### src/rtl/gba_pkg.sv
// Shared types and constants for the bump allocator.
// Used by gba_ctrl, gba_datapath and guest_bump_allocator; depends on nothing.
package gba_pkg;

  localparam int unsigned AddrW = 64;

  typedef enum logic [2:0] {
    REQ_INIT     = 3'd0,
    REQ_ALLOC    = 3'd1,
    REQ_REALLOC  = 3'd2,
    REQ_FREE     = 3'd3,
    REQ_SIZE     = 3'd4,
    REQ_CONTAINS = 3'd5,
    REQ_RSVD6    = 3'd6,
    REQ_RSVD7    = 3'd7
  } req_e;

  typedef enum logic [2:0] {
    ST_OK         = 3'd0,
    ST_EXHAUSTED  = 3'd1,
    ST_NOT_LIVE   = 3'd2,
    ST_BAD_REGION = 3'd3,
    ST_TABLE_FULL = 3'd4
  } status_e;

  localparam logic [1:0] CFG_HEAP_BASE  = 2'd0;
  localparam logic [1:0] CFG_HEAP_BYTES = 2'd1;
  localparam logic [1:0] CFG_ALIGN_LOG2 = 2'd2;
  localparam logic [1:0] CFG_BLOCK_GAP  = 2'd3;

  // Commands from the controller to the datapath.
  typedef struct packed {
    logic latch;      // capture the request beat
    logic plan;       // register the bump plan
    logic scan_clr;   // reset the table scan
    logic scan_step;  // examine one table entry
    logic rd_entry;   // read the size of the matched entry
    logic commit;     // produce the result and update state
  } cmd_t;

  // Status from the datapath to the controller.
  typedef struct packed {
    logic scan_last;
  } sts_t;

endpackage

### src/rtl/gba_ctrl.sv
// Controller state machine for the bump allocator.
// Depends on gba_pkg; drives gba_datapath through cmd_t.
module gba_ctrl (
  input  logic          clk_i,
  input  logic          rst_ni,
  input  logic          start,
  input  gba_pkg::sts_t sts_i,
  output gba_pkg::cmd_t cmd_o,
  output logic          busy
);

  typedef enum logic [2:0] {
    S_IDLE, S_PLAN, S_SCAN, S_READ, S_WAIT, S_DONE
  } state_e;

  state_e state_q;

  // State register; commands decoded from the state.
  always_ff @(posedge clk_i or negedge rst_ni) begin
    if (!rst_ni) begin
      state_q <= S_IDLE;
    end else begin
      unique case (state_q)
        S_IDLE: if (start) state_q <= S_PLAN;
        S_PLAN: state_q <= S_SCAN;
        S_SCAN: if (sts_i.scan_last) state_q <= S_READ;
        S_READ: state_q <= S_WAIT;
        S_WAIT: state_q <= S_DONE;
        S_DONE: state_q <= S_IDLE;
        default: state_q <= S_IDLE;
      endcase
    end
  end

  // The size read waits until the compare of the last table entry has settled.
  always_comb begin
    cmd_o           = '0;
    cmd_o.latch     = (state_q == S_IDLE) && start;
    cmd_o.plan      = (state_q == S_PLAN);
    cmd_o.scan_clr  = (state_q == S_PLAN);
    cmd_o.scan_step = (state_q == S_SCAN);
    cmd_o.rd_entry  = (state_q == S_WAIT);
    cmd_o.commit    = (state_q == S_DONE);
  end

  assign busy = (state_q != S_IDLE);

endmodule

### config.mk
export PLATFORM = sky130hd
export DESIGN_NAME = gba_ctrl
export DESIGN_NICKNAME = d
export VERILOG_FILES = /design/src/rtl/gba_pkg.sv /design/src/rtl/gba_ctrl.sv
export SDC_FILE = /design/constraint.sdc
export NUM_CORES = 1
export LEC_CHECK = 0
export ABC_AREA = 1
export BUFFER_PORTS_ARGS = -buffer_cell sky130_fd_sc_hd__buf_2
export CORE_AREA = 4 4 41 43
export CTS_CLUSTER_SIZE = 40
export DETAILED_ROUTE_END_ITERATION = 12
export DIE_AREA = 0 0 45 47
export GPL_ROUTABILITY_DRIVEN = 0
export GPL_TIMING_DRIVEN = 0
export SLEW_MARGIN = 20
export SYNTH_ARGS = -nofsm -noshare
export SYNTH_HDL_FRONTEND = slang
export SYNTH_SLANG_ARGS = --single-unit
### constraint.sdc
create_clock -name clk_i -period 1 [get_ports clk_i]
set_input_delay 0.1 -clock clk_i [delete_from_list [all_inputs] [get_ports clk_i]]
set_output_delay 0.1 -clock clk_i [all_outputs]
set_load 0.05 [all_outputs]
==> impl_metrics.yaml, run 1 <==
floorplanning:
  rows: 13
  start_util_pct: 13.56
  io_pins: 11
  die_area_sq_um: 2115
  core_sq_um: 1301
  die_h_um: 47
  die_w_um: 45
final_layout:
  top_register: "state_q"
  largestRegisters: "state_q: 3 flops"
  antenna_cells: 0
  largest_reg_flops: 3
  fin_nets: 47
  fill_cells: 151
  syn_to_final_growth_pct: 128.4
  final_util_pct: 30.96
  drive_gt1_share_pct: 71.43
  final_cells: 57
setup_path:
  cp-start-kind: "flip-flop"
  worst_setup_path_end_kind: "output port"
  critPathMaxStageDelay_ns: 0.45
  slowest_stage: "dfrtp_2"
  cp_data_arrival_time_ns: 1.16
  cp_cell_sequence: "nor3_4, buf_6, buf_8"
  worstPathMaxFanout: 4
  path_class: "reg -> out"
  cp.required_ns: 0.90
sta:
  maxSlewViolCount: 0
  hold_violations: 0
  worst_slack_ns: -0.2633
  tightest_slew_ns: 0.1723
  min_period_ns: 1.263
  clock.fmax_ghz: 0.7916
  fin_crit_sh_pct: 126.3
  fin_tns_setup_ns: -1.578
  clock_skew_ns: 0.0005559
  rsz0062_at_grt: "yes"
  hold_ws_ns: 0.1962
  setup_violations: 7
  relSlewSlack_pct: 88.47
yosys:
  syn-cell-area_sq_um: 176.4
  yosysTopAreaCell: "dfrtp_1"
  synth_top_area_share_pct: 42.55
  syn-num-nets: 30
  seq_area_frac_synth_pct: 42.55
  yosysWarnings: 0
  synthTopCellsByArea: "dfrtp_1 (43%), inv_1 (13%), nand3_1 (8.5%)"
  synth_cell_type_count: 9
  syn_avg_cell_area_sq_um: 6.785
  synth_seq_cells: 3
  syn_inst: 26
detailed_routing:
  route.top_layer_used: "met3"
  drt-initial-drc-count: 1
  drt-total-wl_um: 491
  wl_per_cell_um: 8.614
  via_per_inst: 3.649
  wl_met2_um: 298
  dr_total_vias: 208
  drc: 0
  drtPass1Iterations: 2
  dr_wl_met3_um: 24
  antenna_left: 0
  wl_met1_um: 168
placement:
  portBuffers: 10
  place_inst: 51
  dp_hpwl_um: 390.1
clock_tree:
  cts-buffers-inserted: 3
  numClockSinks: 3
  clk_latency_ns: 0.23
  cts_tree: "built"
  cts_root_buf: "clkbuf_4"
  htree_levels: 1
  ctsLongestPathBuffers: 2
  path_clk_slew_ns: 0.04
job:
  cap_violations: 0
outcome:
  failed_checks: "setup timing"
  status: "finished, violations left"
grt:
  gr-total-overflow: 0
  grt_pass1_vias: 242
  grt_max_degree: 7
  antenna_found_initial: 0
  gr-usage-all-layers_pct: 6.503
  grt_first_pass_wirelength_um: 945
min_path:
  hp-class: "in -> async"
==> metrics by stage <==
| stage | worst slack [ns] | instance area, sq um |
|---|---|---|
| after floorplan | -0.3376 | 236.5 |
| after global placement | -0.1602 | 305.3 |
| after detailed placement | -0.1625 | 305.3 |
| after CTS | -0.2802 | 396.6 |
| after global routing | -0.3383 | 402.9 |
| final | -0.2633 | 402.9 |
==> cells in the final DEF, fill, tap and decap left out <==
| cell | n |
|---|---|
| clkinvlp_4 | 1 |
| clkbuf_4 | 3 |
| dfrtp_2 | 3 |
| nor3_4 | 2 |
| nor2_2 | 1 |
| nand3_1 | 3 |
| buf_2 | 3 |
| buf_4 | 2 |
| clkbuf_1 | 1 |
| nand2_1 | 2 |
| inv_1 | 2 |
| dlygate4sd3_1 | 1 |
| or2_1 | 1 |
| buf_6 | 5 |
| nand2_4 | 1 |
| inv_2 | 3 |
| nand2_2 | 1 |
| o21ai_0 | 1 |
| nor2_4 | 2 |
| nor2_1 | 1 |
| nor3_2 | 1 |
| buf_8 | 2 |
==> kinds of logic (layout without fill, tap and decap cells) <==
family          after synthesis  in the layout  share of synthesized area, %
buf+inv                       7             23                         17.02
compound gates                1              1                         2.834
simple gates                 15             15                         37.58
flops                         3              3                         42.55
==> routing by layer <==
metal | GRT usage (%) | vias to the layer above
li1 | - | 109
met1 | 6.897 | 95
met2 | 9.605 | 4
met3 | 2.299 | 0
met4 | 7.018 | 0
met5 | 0 | -
==> critical path: cells and delay by family (launching register included) <==
| kind | cells | cell delay (ns) |
|---|---|---|
| buf+inv | 2 | 0.25 |
| flops | 1 | 0.45 |
| simple gates | 1 | 0.23 |
==> cell type report <==
cell class                      count  area [sq um]  share of cell area, %
Tap cell                           15         18.77                  4.658
Buffer                              1         11.26                  2.795
Clock buffer                        4         26.28                  6.522
Timing Repair Buffer               12         115.1                  28.57
Inverter                            6         26.28                  6.522
Multi-Input combinational cell     16         126.4                  31.37
Sequential cell                     3         78.83                  19.57
==> synthesized netlist by cell type <==
| cell | count |
|---|---|
| nand2_1 | 4 |
| nor3_1 | 3 |
| dfrtp_1 | 3 |
| inv_1 | 6 |
| buf_4 | 1 |
| nor2_1 | 4 |
| o21ai_0 | 1 |
| or2_1 | 1 |
| nand3_1 | 3 |
==> path summary, 6_finish.rpt <==
check | endpoint | slack [ns] | cells after the start | startpoint
min in group clk_i | state_q[0] | 0.20 | 5 | sts_i
worst min-delay path | state_q[1] | 0.20 | 2 | rst_ni
worst min register to register | state_q[2] | 0.63 | 2 | state_q[2]
worst max register to register | state_q[0] | 0.02 | 5 | state_q[0]
max in group asynchronous | state_q[0] | 0.69 | 2 | rst_ni
worst max-delay path | cmd_o[4] | -0.26 | 3 | state_q[2]
==> timing repair <==
action,in CTS,in global routing
hold buffers,1,0
endpoints found under the hold margin,3,0
resized for setup,16,3
setup endpoints to repair,7,9
pin swaps,5,1
buffers inserted,1,0
Power of run 1 is not shown: default switching activity piles up to over one toggle a cycle in this logic, so the estimate is an artifact.
==> inputs of run 2 (changes only) <==
CELL_PAD_IN_SITES_DETAIL_PLACEMENT = 0   (was not set)
CELL_PAD_IN_SITES_GLOBAL_PLACEMENT = 2   (was not set)
PLACE_DENSITY_LB_ADDON = 0.1   (was not set)
==> run 2 against run 1 <==
  * The flow still finishes with violations (setup timing)
  * First-iteration DRC count grew to 5.0 times the previous value
  * Critical path depth is 1 higher
  * Fmax decreased by 2.1%
  * Non-clock buffer count did not move
  * Flip-flop and latch count unchanged
  * Clock-buffer cell count stayed put
  * Cell count unchanged
  * Cell area up 1.2%
==> impl_metrics.yaml, run 2 (synthesis gave the netlist of run 1 again) <==
outcome:
  status: "finished, violations left"
  failed_checks: "setup timing"
clock_tree:
  path_clk_slew_ns: 0.04
  htree_levels: 1
  cts_root_buf: "clkbuf_4"
  cts_tree: "built"
  ctsLongestPathBuffers: 2
  cts-buffers-inserted: 3
  clk_latency_ns: 0.23
  numClockSinks: 3
setup_path:
  cp.required_ns: 0.90
  cp-start-kind: "flip-flop"
  worstPathMaxFanout: 5
  r2r-start: "state_q[0]"
  r2r-end: "state_q[1]"
  path_class: "reg -> out"
  cp_data_arrival_time_ns: 1.19
  r2r_setup_slack_ns: 0.03
  reg2regPathDepth: 3
  worst_setup_path_end_kind: "output port"
floorplanning:
  die_w_um: 45
  die_h_um: 47
  core_sq_um: 1301
  rows: 13
  die_area_sq_um: 2115
  io_pins: 11
  start_util_pct: 13.56
detailed_routing:
  antenna_left: 0
  drt-total-wl_um: 493
  drc: 0
  drt-initial-drc-count: 5
  via_per_inst: 3.684
  dr_total_vias: 210
  drtPass1Iterations: 2
  wl_per_cell_um: 8.649
grt:
  grt_first_pass_wirelength_um: 931
  gr-total-overflow: 0
  gr-usage-all-layers_pct: 6.577
  antenna_found_initial: 0
  grt_max_degree: 7
  grt_pass1_vias: 229
final_layout:
  syn_to_final_growth_pct: 131.2
  fin_nets: 47
  antenna_cells: 0
  final_cell_mix: "buf_6 (5), clkbuf_4 (3), buf_2 (3), dfrtp_2 (3)"
  drive_gt1_share_pct: 71.43
  final_common_cell: "buf_6"
  final_cells: 57
  largest_reg_flops: 3
  fill_cells: 157
  largestRegisters: "state_q: 3 flops"
  top_register: "state_q"
sta:
  tightest_slew_ns: 0.1815
  min_period_ns: 1.291
  relSlewSlack_pct: 87.86
  clock.fmax_ghz: 0.7747
  fin_crit_sh_pct: 129.1
  rsz0062_at_grt: "yes"
  setup_violations: 7
  hold_violations: 0
  worst_slack_ns: -0.2908
  clock_skew_ns: 0.002722
  maxSlewViolCount: 0
min_path:
  hp-class: "in -> async"
job:
  cap_violations: 0
placement:
  pre_cts_ws_ns: -0.1846
  dp_hpwl_um: 403.3
  portBuffers: 10
  place_inst: 51
[run 2: layout make-up]
type	count	area, sq um	area share [%]
inverter	6	28.78	7.055
clock buffer	4	26.28	6.442
multi-input combinational	16	128.9	31.60
tap	15	18.77	4.601
buffer	1	11.26	2.761
sequential	3	78.83	19.33
timing repair buffer	12	115.1	28.22
[run 2: worst max-delay path: stages (launching register included)]
cell and delay (ns):
dfrtp_2 0.46, nor2_4 0.18, nand2_4 0.07, nor2_4 0.08, buf_6 0.16
[run 2: timing repair]
action | in CTS | in global routing
hold buffers | 1 | 0
setup buffers | 1 | 0
cloned | 0 | 0
gates resized for setup | 17 | 3
setup endpoints to repair | 7 | 9
endpoints found under the hold margin | 3 | 0
pin swaps | 4 | 1
[run 2: metal layers]
layer	GRT usage [%]	vias to the layer above	share of wire, %
met5	0	-	0
met4	5.263	0	0
met3	3.448	0	9.1
met2	9.322	6	50
met1	7.339	95	41
li1	-	109	-
[run 2: how the worst max path moves through the flow]
stage | start | end | slack (ns) | depth (start not counted)
4_1_cts | state_q[0] | cmd_o[4] | -0.30 | 4
3_3_place_gp | state_q[0] | cmd_o[4] | -0.18 | 4
2_1_floorplan | state_q[0] | cmd_o[4] | -0.34 | 3
3_5_place_dp | state_q[0] | cmd_o[4] | -0.18 | 4
5_1_grt | state_q[0] | cmd_o[4] | -0.35 | 4
6_report | state_q[1] | cmd_o[5] | -0.29 | 4
[run 2: stage by stage]
| step | hold slack, ns | utilization, % | TNS (ns) | cell area (sq um) |
|---|---|---|---|---|
| 4_1_cts | 0.1845 | 30.77 | -1.821 | 400.4 |
| 6_report | 0.1892 | 31.35 | -1.780 | 407.9 |
| 3_3_place_gp | -0.1033 | 23.46 | -0.8211 | 305.3 |
| 5_1_grt | 0.1988 | 31.35 | -2.177 | 407.9 |
| 3_5_place_dp | -0.1015 | 23.46 | -0.8272 | 305.3 |
| 2_1_floorplan | -0.1956 | - | -1.202 | 236.5 |
Power of run 2 is left out for the same reason.
